`config.mk`:
```
export PLATFORM = sky130hd
export DESIGN_NAME = base64_stream_decoder_top
export DESIGN_NICKNAME = d
export VERILOG_FILES = /design/src/rtl/b64d_pkg.sv /design/src/rtl/base64_stream_decoder_top.sv /design/src/rtl/b64d_front.sv /design/src/rtl/b64d_queue.sv /design/src/rtl/b64d_back.sv
export VERILOG_INCLUDE_DIRS = /design/src /design/src/rtl
export SDC_FILE = /design/constraint.sdc
export NUM_CORES = 1
export LEC_CHECK = 0
export ABC_CLOCK_PERIOD_IN_PS = 4400
export BUFFER_PORTS_ARGS = -buffer_cell sky130_fd_sc_hd__buf_2
export CORE_MARGIN = 2
export CORE_UTILIZATION = 40
export DETAILED_ROUTE_END_ITERATION = 6
export MAX_ROUTING_LAYER = met4
export PLACE_DENSITY = 0.52
export SETUP_SLACK_MARGIN = 0.3
export SYNTH_ARGS = -nofsm -noshare
export SYNTH_HDL_FRONTEND = slang
export SYNTH_SLANG_ARGS = --single-unit
```
`constraint.sdc`:
```
create_clock -name i_clk -period 4.4 [get_ports i_clk]
set_input_delay 0.88 -clock i_clk [delete_from_list [all_inputs] [get_ports i_clk]]
set_output_delay 0.88 -clock i_clk [all_outputs]
set_load 0.05 [all_outputs]
```
`src/rtl/base64_stream_decoder_top_defines.svh`:
```
// assertion macros for the base64 stream decoder
`ifndef BASE64_STREAM_DECODER_TOP_DEFINES_SVH
`define BASE64_STREAM_DECODER_TOP_DEFINES_SVH

// same-cycle implication
`define B64D_ASSERT_NOW(label, clk, rst_n, ante, cons) \
    label: assert property (@(posedge clk) disable iff (!(rst_n)) (ante) |-> (cons)) \
        else $error("b64d check failed");

// next-cycle implication
`define B64D_ASSERT_NEXT(label, clk, rst_n, ante, cons) \
    label: assert property (@(posedge clk) disable iff (!(rst_n)) (ante) |=> (cons)) \
        else $error("b64d check failed");

`endif

```
`src/rtl/b64d_pkg.sv`:
```
package b64d_pkg;

    localparam logic [1:0] KIND_CLEAN = 2'd0;
    localparam logic [1:0] KIND_PAD   = 2'd1;
    localparam logic [1:0] KIND_BAD   = 2'd2;

    localparam logic [7:0] CHAR_PAD   = 8'h3d;
    localparam logic [7:0] CHAR_PLUS  = 8'h2b;
    localparam logic [7:0] CHAR_SLASH = 8'h2f;

    typedef struct packed {
        logic       ok;
        logic [5:0] val;
    } t_sextet;

    // one queued job: up to three results, the last one may close the message
    typedef struct packed {
        logic [1:0]      nres;
        logic            valid;
        logic            eom;
        logic [1:0]      kind;
        logic [2:0][7:0] bytes;
    } t_job;

    function automatic t_sextet sextet_of(input logic [7:0] c);
        t_sextet    s;
        logic [7:0] t;
        s = '0;
        t = '0;
        if (c >= 8'h41 && c <= 8'h5a) begin
            t = c - 8'h41;
            s = '{ok: 1'b1, val: t[5:0]};
        end else if (c >= 8'h61 && c <= 8'h7a) begin
            t = c - 8'h47;
            s = '{ok: 1'b1, val: t[5:0]};
        end else if (c >= 8'h30 && c <= 8'h39) begin
            t = c + 8'h04;
            s = '{ok: 1'b1, val: t[5:0]};
        end else if (c == CHAR_PLUS) begin
            s = '{ok: 1'b1, val: 6'd62};
        end else if (c == CHAR_SLASH) begin
            s = '{ok: 1'b1, val: 6'd63};
        end
        return s;
    endfunction

    function automatic logic [7:0] byte0(input logic [5:0] s0, input logic [5:0] s1);
        return {s0, s1[5:4]};
    endfunction

    function automatic logic [7:0] byte1(input logic [5:0] s1, input logic [5:0] s2);
        return {s1[3:0], s2[5:2]};
    endfunction

    function automatic logic [7:0] byte2(input logic [5:0] s2, input logic [5:0] s3);
        return {s2[1:0], s3};
    endfunction

    // bytes due from a partial group of g sextets
    function automatic logic [1:0] flush_count(input logic [1:0] g);
        logic [1:0] n;
        n = 2'd0;
        if (g == 2'd3) begin
            n = 2'd2;
        end else if (g == 2'd2) begin
            n = 2'd1;
        end
        return n;
    endfunction

endpackage

```
`src/rtl/base64_stream_decoder_top.sv`:
```
// Streaming base64 decoder, standard alphabet. One character is taken per
// cycle whenever full is low; the front end classifies it and turns it into a
// job of zero to three results, which waits in a job queue of QUEUE_DEPTH
// entries. The back end hands out one result per cycle on the output queue
// port while pop is high. No message yields more results than characters, so
// with pop held high the output keeps up and the input runs at one character
// per cycle; the three results of a full group drain while the following
// characters are taken, and full only rises when the output is held off. A
// result is registered in the job queue and then in the back end's job
// register before it shows on the output ports. Decoding stops at the first
// '=' or non-alphabet character; the last result of each message carries the
// end mark and the termination kind, and a marker result with no byte is
// given when nothing else is due at the end.
`include "base64_stream_decoder_top_defines.svh"

module base64_stream_decoder_top #(
    parameter int QUEUE_DEPTH = 4
) (
    input  logic       i_clk,
    input  logic       i_rst_n,
    input  logic       push,
    output logic       full,
    input  logic [7:0] i_encoded_char,
    input  logic       i_end_of_input,
    output logic       empty,
    input  logic       pop,
    output logic [7:0] o_data_byte,
    output logic       o_byte_valid,
    output logic       o_end_of_output,
    output logic [1:0] o_termination_kind
);
    import b64d_pkg::*;

    t_job w_front_job, w_q_job;
    logic w_front_push, w_q_full, w_q_empty, w_q_pop, w_accept;

    assign full     = w_q_full;
    assign w_accept = push && !w_q_full;

    b64d_front u_front (
        .i_clk          (i_clk),
        .i_rst_n        (i_rst_n),
        .i_accept       (w_accept),
        .i_encoded_char (i_encoded_char),
        .i_end_of_input (i_end_of_input),
        .o_job_push     (w_front_push),
        .o_job          (w_front_job)
    );

    b64d_queue #(
        .DEPTH (QUEUE_DEPTH)
    ) u_queue (
        .i_clk   (i_clk),
        .i_rst_n (i_rst_n),
        .i_push  (w_front_push),
        .i_job   (w_front_job),
        .o_full  (w_q_full),
        .i_pop   (w_q_pop),
        .o_empty (w_q_empty),
        .o_job   (w_q_job)
    );

    b64d_back u_back (
        .i_clk              (i_clk),
        .i_rst_n            (i_rst_n),
        .i_q_empty          (w_q_empty),
        .i_job              (w_q_job),
        .o_q_pop            (w_q_pop),
        .i_pop              (pop),
        .o_empty            (empty),
        .o_data_byte        (o_data_byte),
        .o_byte_valid       (o_byte_valid),
        .o_end_of_output    (o_end_of_output),
        .o_termination_kind (o_termination_kind)
    );

    `B64D_ASSERT_NOW(a_marker_ends, i_clk, i_rst_n, !empty && !o_byte_valid,
        o_end_of_output && o_data_byte == 8'd0)
    `B64D_ASSERT_NOW(a_kind_on_end, i_clk, i_rst_n, !empty && o_termination_kind != KIND_CLEAN,
        o_end_of_output && (o_termination_kind == KIND_PAD || o_termination_kind == KIND_BAD))
    `B64D_ASSERT_NEXT(a_load_shows, i_clk, i_rst_n, w_q_pop, !empty)

endmodule

```
`src/rtl/b64d_front.sv`:
```
module b64d_front (
    input  logic                i_clk,
    input  logic                i_rst_n,
    input  logic                i_accept,
    input  logic [7:0]          i_encoded_char,
    input  logic                i_end_of_input,
    output logic                o_job_push,
    output b64d_pkg::t_job      o_job
);
    import b64d_pkg::*;

    logic [1:0]      r_gc, n_gc;
    logic [2:0][5:0] r_s, n_s;
    logic            r_stopped, n_stopped;
    logic [1:0]      r_stopk, n_stopk;

    t_sextet         w_sx;
    logic [2:0][5:0] w_s;
    logic [1:0]      w_cnt;
    logic [1:0]      w_kind;
    logic [1:0]      w_bad_kind;

    always_comb begin
        w_sx       = sextet_of(i_encoded_char);
        w_bad_kind = (i_encoded_char == CHAR_PAD) ? KIND_PAD : KIND_BAD;
        w_s        = r_s;
        w_cnt      = 2'd0;
        w_kind     = KIND_CLEAN;
        n_gc       = r_gc;
        n_s        = r_s;
        n_stopped  = r_stopped;
        n_stopk    = r_stopk;
        if (r_stopped) begin
            w_kind = r_stopk;
        end else if (!w_sx.ok) begin
            w_cnt     = flush_count(r_gc);
            w_kind    = w_bad_kind;
            n_stopped = 1'b1;
            n_stopk   = w_bad_kind;
            n_gc      = 2'd0;
        end else if (r_gc == 2'd3) begin
            w_cnt = 2'd3;
            n_gc  = 2'd0;
        end else begin
            w_s[r_gc] = w_sx.val;
            n_s       = w_s;
            n_gc      = r_gc + 2'd1;
            if (i_end_of_input) begin
                w_cnt = flush_count(r_gc + 2'd1);
            end
        end
        if (i_end_of_input) begin
            n_gc      = 2'd0;
            n_stopped = 1'b0;
            n_stopk   = KIND_CLEAN;
        end
    end

    always_comb begin
        o_job_push     = i_accept && (w_cnt != 2'd0 || i_end_of_input);
        o_job.nres     = (w_cnt == 2'd0) ? 2'd1 : w_cnt;
        o_job.valid    = (w_cnt != 2'd0);
        o_job.eom      = i_end_of_input;
        o_job.kind     = i_end_of_input ? w_kind : KIND_CLEAN;
        o_job.bytes[0] = byte0(w_s[0], w_s[1]);
        o_job.bytes[1] = byte1(w_s[1], w_s[2]);
        o_job.bytes[2] = byte2(w_s[2], w_sx.val);
    end

    always_ff @(posedge i_clk) begin
        if (!i_rst_n) begin
            r_gc      <= 2'd0;
            r_stopped <= 1'b0;
            r_stopk   <= KIND_CLEAN;
        end else if (i_accept) begin
            r_gc      <= n_gc;
            r_stopped <= n_stopped;
            r_stopk   <= n_stopk;
        end
    end

    always_ff @(posedge i_clk) begin
        if (!i_rst_n) begin
            r_s <= '0;
        end else if (i_accept) begin
            r_s <= n_s;
        end
    end

endmodule

```
`src/rtl/b64d_queue.sv`:
```
module b64d_queue #(
    parameter int DEPTH = 4
) (
    input  logic           i_clk,
    input  logic           i_rst_n,
    input  logic           i_push,
    input  b64d_pkg::t_job i_job,
    output logic           o_full,
    input  logic           i_pop,
    output logic           o_empty,
    output b64d_pkg::t_job o_job
);
    import b64d_pkg::*;

    localparam int PTR_W = (DEPTH > 1) ? $clog2(DEPTH) : 1;
    localparam int CNT_W = $clog2(DEPTH + 1);
    localparam logic [PTR_W-1:0] LAST_PTR = PTR_W'(DEPTH - 1);
    localparam logic [CNT_W-1:0] FULL_CNT = CNT_W'(DEPTH);

    t_job             r_mem [DEPTH];
    logic [PTR_W-1:0] r_wr, r_rd;
    logic [CNT_W-1:0] r_cnt;
    logic             w_wr_en, w_rd_en;

    assign o_full  = (r_cnt == FULL_CNT);
    assign o_empty = (r_cnt == '0);
    assign o_job   = r_mem[r_rd];
    assign w_wr_en = i_push && !o_full;
    assign w_rd_en = i_pop && !o_empty;

    always_ff @(posedge i_clk) begin
        if (w_wr_en) begin
            r_mem[r_wr] <= i_job;
        end
    end

    always_ff @(posedge i_clk) begin
        if (!i_rst_n) begin
            r_wr  <= '0;
            r_rd  <= '0;
            r_cnt <= '0;
        end else begin
            if (w_wr_en) begin
                r_wr <= (r_wr == LAST_PTR) ? '0 : r_wr + PTR_W'(1);
            end
            if (w_rd_en) begin
                r_rd <= (r_rd == LAST_PTR) ? '0 : r_rd + PTR_W'(1);
            end
            if (w_wr_en && !w_rd_en) begin
                r_cnt <= r_cnt + CNT_W'(1);
            end else if (w_rd_en && !w_wr_en) begin
                r_cnt <= r_cnt - CNT_W'(1);
            end
        end
    end

endmodule

```
`src/rtl/b64d_back.sv`:
```
module b64d_back (
    input  logic           i_clk,
    input  logic           i_rst_n,
    input  logic           i_q_empty,
    input  b64d_pkg::t_job i_job,
    output logic           o_q_pop,
    input  logic           i_pop,
    output logic           o_empty,
    output logic [7:0]     o_data_byte,
    output logic           o_byte_valid,
    output logic           o_end_of_output,
    output logic [1:0]     o_termination_kind
);
    import b64d_pkg::*;

    t_job       r_job;
    logic [1:0] r_idx;
    logic       r_busy;
    logic       w_last, w_take;

    assign w_last  = (r_idx == r_job.nres - 2'd1);
    assign w_take  = r_busy && i_pop;
    assign o_q_pop = !i_q_empty && (!r_busy || (w_take && w_last));

    assign o_empty            = !r_busy;
    assign o_byte_valid       = r_job.valid;
    assign o_data_byte        = r_job.valid ? r_job.bytes[r_idx] : 8'd0;
    assign o_end_of_output    = r_job.eom && w_last;
    assign o_termination_kind = (r_job.eom && w_last) ? r_job.kind : KIND_CLEAN;

    always_ff @(posedge i_clk) begin
        if (!i_rst_n) begin
            r_busy <= 1'b0;
            r_idx  <= 2'd0;
        end else if (o_q_pop) begin
            r_busy <= 1'b1;
            r_idx  <= 2'd0;
        end else if (w_take) begin
            if (w_last) begin
                r_busy <= 1'b0;
                r_idx  <= 2'd0;
            end else begin
                r_idx <= r_idx + 2'd1;
            end
        end
    end

    always_ff @(posedge i_clk) begin
        if (o_q_pop) begin
            r_job <= i_job;
        end
    end

endmodule

```
[Yosys cells after proc, flatten, opt, wreduce, memory -nomap -nowiden]
Memories as Yosys holds them, arrays and structs flattened. A register that Yosys moved wholly into a read port is not among the register bits.
Index checks and enable logic that the tools add are counted.
Operators by class
  $lt $le $gt $ge: 9
  bitwise gates (word level): 1
  multipliers: 0
  reductions and logical operators: 31
  shifts and indexed selects: 0
  $add $sub $neg: 10
  eq/ne operators: 13
  multiplexer cells: 48
  divide/modulo/power cells: 0
Operators by type and width (number)
  two-way mux 18 bit: 3
  two-way mux 2 bit: 22
  two-way mux 7 bit: 5
  == test 8 x 6 -> 1 bit (second input constant): 3
  bitwise mux 18 bit: 1
  binary-select mux 8 bit (select 2 bit): 1
  greater-or-equal comparator 8 x 7 -> 1 bit (second input constant): 2
  <= comparator 8 x 7 -> 1 bit (second input constant): 2
  two-way mux 8 bit: 2
  logical AND 1 bit: 14
  demux 6 bit (select 2 bit): 1
  == test 2 bit (second input constant): 6
  two-way mux 1 bit: 10
  adder 2 x 1 -> 2 bit (second input constant): 4
  greater-or-equal comparator 8 x 6 -> 1 bit (second input constant): 1
  <= comparator 8 x 6 -> 1 bit (second input constant): 1
  nonzero test 2 bit: 4
  adder 6 x 3 -> 6 bit (second input constant): 1
  less-than comparator 2 x 3 -> 1 bit (second input constant): 2
  two-way mux 3 bit: 2
  two-way mux 6 bit: 1
  subtractor 6 x 1 -> 6 bit (second input constant): 1
  subtractor 6 x 3 -> 6 bit (second input constant): 1
  zero test 1 bit: 5
  14 further kinds: 17
Storage, ports and cells
  ROM bits: 0
  register bits after elaboration: 33
  bits in latches: 0
  word-level logic and storage cells: 124
  memories: 1
  RAM bits: 120
Memory list
  u_queue.r_mem: words 4, width 30, read ports 1, clocked after memory_dff 1, write ports 1, RTL line b64d_queue.sv:20  | t_job r_mem [DEPTH];

[Logic depth before layout (Yosys ltp)]
  word-level depth: 16
  gate-level depth with buffers: 13

[By module]
Synthesis repeated with hierarchy kept, for this count alone.
Second synthesis, totals
  cell total of the unflattened synthesis: 535
  area, all modules: 8097.8 um^2
By module, submodules not included
  b64d_queue: seq. area each 3783.6 um^2, times used 1, area an instance 4819.6 um^2, cells an instance 207
  b64d_front: seq. area each 460.4 um^2, times used 1, area an instance 1933.1 um^2, cells an instance 234
  b64d_back: seq. area each 960.9 um^2, times used 1, area an instance 1331.3 um^2, cells an instance 93
  base64_stream_decoder_top: seq. area each 0.0 um^2, times used 1, area an instance 13.8 um^2, cells an instance 1

[Least setup slack after synthesis]
OpenSTA, ideal clock, no wires.
  kind: input to register
  from: input port i_encoded_char[2]
  to: register u_queue.r_cnt[2]
  setup slack: 0.789 ns
  data required time: 4.329 ns
  setup time: 0.071 ns
  path buffers: 1
  stages: 13
  data arrival time: 3.540 ns
  path through: inv_1 -> ha_1 -> and2b_1 -> o31ai_4 -> o21a_1 -> buf_2 -> o31ai_2 -> ha_1 -> inv_1 -> fa_1 -> xor2_1 -> or3_1 -> a21oi_1
Between the ends
  word-level cells in the longest chain between the ends: 15
RTL lines
  start, declared: RTL line base64_stream_decoder_top.sv:23  | input logic [7:0] i_encoded_char,
  parallel branches: the longest is 5 deep, another holds greater-or-equal comparator 8 x 6 -> 1 bit
  two-way mux 7 bit (*): RTL line b64d_pkg.sv:30  | if (c >= 8'h41 && c <= 8'h5a) begin
  two-way mux 2 bit (*): RTL line b64d_front.sv:35  | end else if (!w_sx.ok) begin
  two-way mux 2 bit (*): RTL line b64d_front.sv:33  | if (r_stopped) begin
  nonzero test 2 bit (*): RTL line b64d_front.sv:60  | o_job_push = i_accept && (w_cnt != 2'd0 || i_end_of_input);
  logical OR 1 bit (*): RTL line b64d_front.sv:60
  logical AND 1 bit (*): RTL line b64d_front.sv:60
  logical AND 1 bit (*): RTL line b64d_queue.sv:28  | assign w_wr_en = i_push && !o_full;
  net u_queue.w_wr_en: RTL line b64d_queue.sv:23  | logic w_wr_en, w_rd_en;
  zero test 1 bit: RTL line b64d_queue.sv:51  | end else if (w_rd_en && !w_wr_en) begin
  logical AND 1 bit: RTL line b64d_queue.sv:51
  nonzero test 2 bit (no source line)
  end signal, assigned: RTL line b64d_queue.sv:50  | r_cnt <= r_cnt + CNT_W'(1);
  end signal, assigned: RTL line b64d_queue.sv:52  | r_cnt <= r_cnt - CNT_W'(1);
  end, declared: RTL line b64d_queue.sv:22  | logic [CNT_W-1:0] r_cnt;
Mark *: on every way through the listed nets, which the timed path passes.
A chain may end at the register's enable or synchronous reset.

[Final worst setup path]
Same ends and word-level chain as after synthesis.

==> results.yml <==
synthesis:
  syn-cell-area_mm2: 0.00788
  ys_top_cells_by_count: "edfxtp_1 (150), nand2_1 (50), o21ai_0 (37)"
  synth_top_cell_by_area: "edfxtp_1"
  syn_nets: 576
  synth_edf_count: 150
  ys.flop_type: "edfxtp_1"
  synthCells: 543
  synth.distinct_cells: 56
  synth_top_area_share: 0.572
  synthArstFlopShare: 0
  synth_area_per_cell_um2: 14.5
  ys_seq_area_frac: 0.656
  synth-seq-cells: 183
  synth_top_cells_by_area: "edfxtp_1 (57%), mux4_2 (8.6%), dfxtp_1 (8.4%)"
  synth.most_common_cell: "edfxtp_1"
  yosysWarningCount: 0
power:
  internal-power_w: 0.00352
  seqPwrFrac: 0.472
  combPwrFrac: 0.206
  powerDensity_mw_per_mm2: 558
  power.switching_w: 0.00145
  leakage_nw: 3.01
  p_clk_frac: 0.322
  power.share.switching: 0.292
  vdd_drop_max_v: 0.000246
floorplan:
  start_util: 0.406
  ios: 27
  rows: 51
  dieArea_mm2: 0.0208
  fp.dieH_um: 144
  coreArea_mm2: 0.0194
  fp.dieW_um: 144
final_layout:
  nNetsFinal: 604
  area_growth_pct: 12.9
  n_antenna_cell: 0
  nFillCells: 1744
  design_area_mm2: 0.00889
  seq_area_mm2: 0.00517
  final_cells: 849
  multi_input_area_mm2: 0.00246
  drive_gt1_frac: 0.195
sta:
  clock.fmax_ghz: 0.288
  worstMarginPinSlew_ps: 965
  period_needed_ps: 3470
  tns_ps: 0
  skew_ps: 8.90
  hold_viol_final: 0
  rsz0062_at_grt: "no"
  fin_hold_ws_ps: 465
  slew-limit-headroom: 0.356
  slew_violations: 0
  finalSetupViolations: 0
  post-route-period-util: 0.789
detailed_routing:
  wl_per_cell_um: 18.4
  via_per_inst: 5.19
  drc: 0
  drt-pass1-iter-count: 4
  ant_nets: 0
  wirelength_mm: 15.6
  dr_total_vias: 4409
  drt_iter0_markers: 278
critical_path:
  crit_fanout: 10
  worstRegToRegCells: 10
  r2r_end: "u_queue.r_cnt[2]$_SDFFE_PN0P_"
  crit_path_end_kind: "flop"
  r2r-start: "u_back.r_idx[1]$_SDFFE_PP0P_"
  ff2ff_setup_slack_ps: 1500
  startpoint_type: "input pin"
  worstPathRequired_ps: 4740
  criticalPathCategory: "input pin to flop"
  worstPathArrival_ps: 3810
clock_tree:
  clk_latency_ps: 420
  hold_buffers: 0
  cts_buffers: 17
  ctsResizeCount: 0
  cts_max_path_buffers: 2
  cts_setup_buffers: 0
  cts_tree: "done"
  clkTransAtPathRegs_ps: 70
  cts.sinks: 183
  cts_root_buf: "clkbuf_16"
  h-tree-depth: 4
global_routing:
  antenna_found_initial: 0
  grt_max_degree: 33
  track_usage: 0.166
  grt_pass1_vias: 4430
  grt_pass1_wl_mm: 24.6
  gr-total-overflow: 0
placement:
  placed_cells: 817
  place.gp.congestion: 0.804
  hpwl_mm: 9.94
  dpl_cell_area_mm2: 0.00827
  placement.io_buffers: 26
worst_hold_path:
  min_to: "u_front.r_s[15]$_SDFFE_PN0P_"
  worstHoldStart: "u_front.r_s[15]$_SDFFE_PN0P_"
  hold_path_class: "flop to flop"
  hold_depth: 2
status:
  status: "finished clean"
flow_run:
  maxCapViolCount: 0
==> layout by cell type, fill, tap and decap left out, types with 2 or more instances in the layout <==
cell        count
or3_1           6
bufinv_16       4
a21oi_4         3
o211ai_1        3
a21oi_1        19
mux4_2         30
nor3_1          3
nor4_1          2
nor2_1         27
o22ai_1         9
ha_1           19
clkinvlp_4      3
nand4_1         2
buf_4          12
nand3_1        12
and2_1         15
and2b_1         2
nor2b_1         3
clkbuf_16      17
dfxtp_2         2
buf_2          26
mux2i_1        12
a31oi_1         2
edfxtp_1      150
xor2_1          2
nand2_1        50
xnor2_1         6
nor3b_1         2
a211oi_1       10
o31ai_1         3
inv_1          23
nand2b_1        5
o21ai_0        37
o21ai_1         2
inv_6           3
dfxtp_1        31
==> sequential cells by signal, summed over array words and instances, names as in the netlist <==
signal	cells
u_back.r_idx	2
u_front.r_gc	2
u_queue.r_wr	2
u_back.o_byte_valid	1
u_queue.r_mem	120
u_front.r_s	18
u_back.r_job	29
u_back.r_busy	1
u_front.r_stopk	2
u_queue.r_rd	2
u_front.r_stopped	1
u_queue.r_cnt	3
==> how the worst max path moves through the flow <==
stage | from | to | slack (ps) | cells after the start
2_1_floorplan | i_encoded_char[2] | u_queue.r_cnt[2]$_SDFFE_PN0P_ | 790 | 13
6_report | i_encoded_char[2] | u_queue.r_cnt[2]$_SDFFE_PN0P_ | 930 | 14
5_1_grt | i_encoded_char[2] | u_queue.r_cnt[2]$_SDFFE_PN0P_ | 780 | 14
3_3_place_gp | i_encoded_char[2] | u_queue.r_cnt[2]$_SDFFE_PN0P_ | 590 | 14
4_1_cts | i_encoded_char[2] | u_queue.r_cnt[2]$_SDFFE_PN0P_ | 960 | 14
3_5_place_dp | i_encoded_char[2] | u_queue.r_cnt[2]$_SDFFE_PN0P_ | 530 | 14
==> area by class of cell <==
type                            instances  share of cell area
Sequential cell                       183               0.581
Multi-Input combinational cell        307               0.276
Clock buffer                           18              0.0483
Tap cell                              265              0.0373
Timing Repair Buffer                   38              0.0248
Clock inverter                         14              0.0222
Inverter                               24              0.0101
==> routing by layer <==
layer	GRT usage	share of wire	vias to the layer above	wire length (um)
met2	0.257	0.46	82	7250
met4	0.0567	0.014	0	221
li1	-	-	2095	-
met1	0.220	0.49	2215	7700
met5	-	0	-	0
met3	0.0321	0.029	17	449
==> through the flow <==
step           setup WS [ps]   util  power (W)
6_report                 929  0.458    0.00497
3_5_place_dp             528  0.426    0.00343
3_3_place_gp             593  0.426    0.00342
2_1_floorplan            789      -    0.00313
5_1_grt                  782  0.458    0.00520
4_1_cts                  965  0.458    0.00504
==> power by group through the flow <==
stage / sequential (W) / combinational [W] / clock, W
after floorplan: 0.00228 / 0.000847 / 0
after global placement: 0.00239 / 0.00103 / 0
after detailed placement: 0.00239 / 0.00104 / 0
after CTS: 0.00236 / 0.00104 / 0.00164
after global routing: 0.00238 / 0.00111 / 0.00170
final: 0.00235 / 0.00102 / 0.00160
==> kinds of logic (layout without fill, tap and decap cells) <==
logic type	Yosys count	after routing	share of synthesized area
buf+inv	53	94	0.0322
mux	43	43	0.102
simple gates	136	136	0.0845
fa+ha+maj	20	20	0.0327
xor+xnor	8	8	0.00890
compound gates	100	100	0.0834
flops	183	183	0.656
==> worst max-delay path, cell delays in order <==
cell and delay, ps:
buf_2 140, inv_1 150, ha_1 300, a21oi_1 110, a311oi_1 360, nor3_2 200, o31ai_2 250, buf_4 190
ha_1 180, inv_1 60, fa_1 370, xor2_1 170, or3_1 300, a21oi_1 150
No activity file was read; power rests on OpenSTA's default activity.
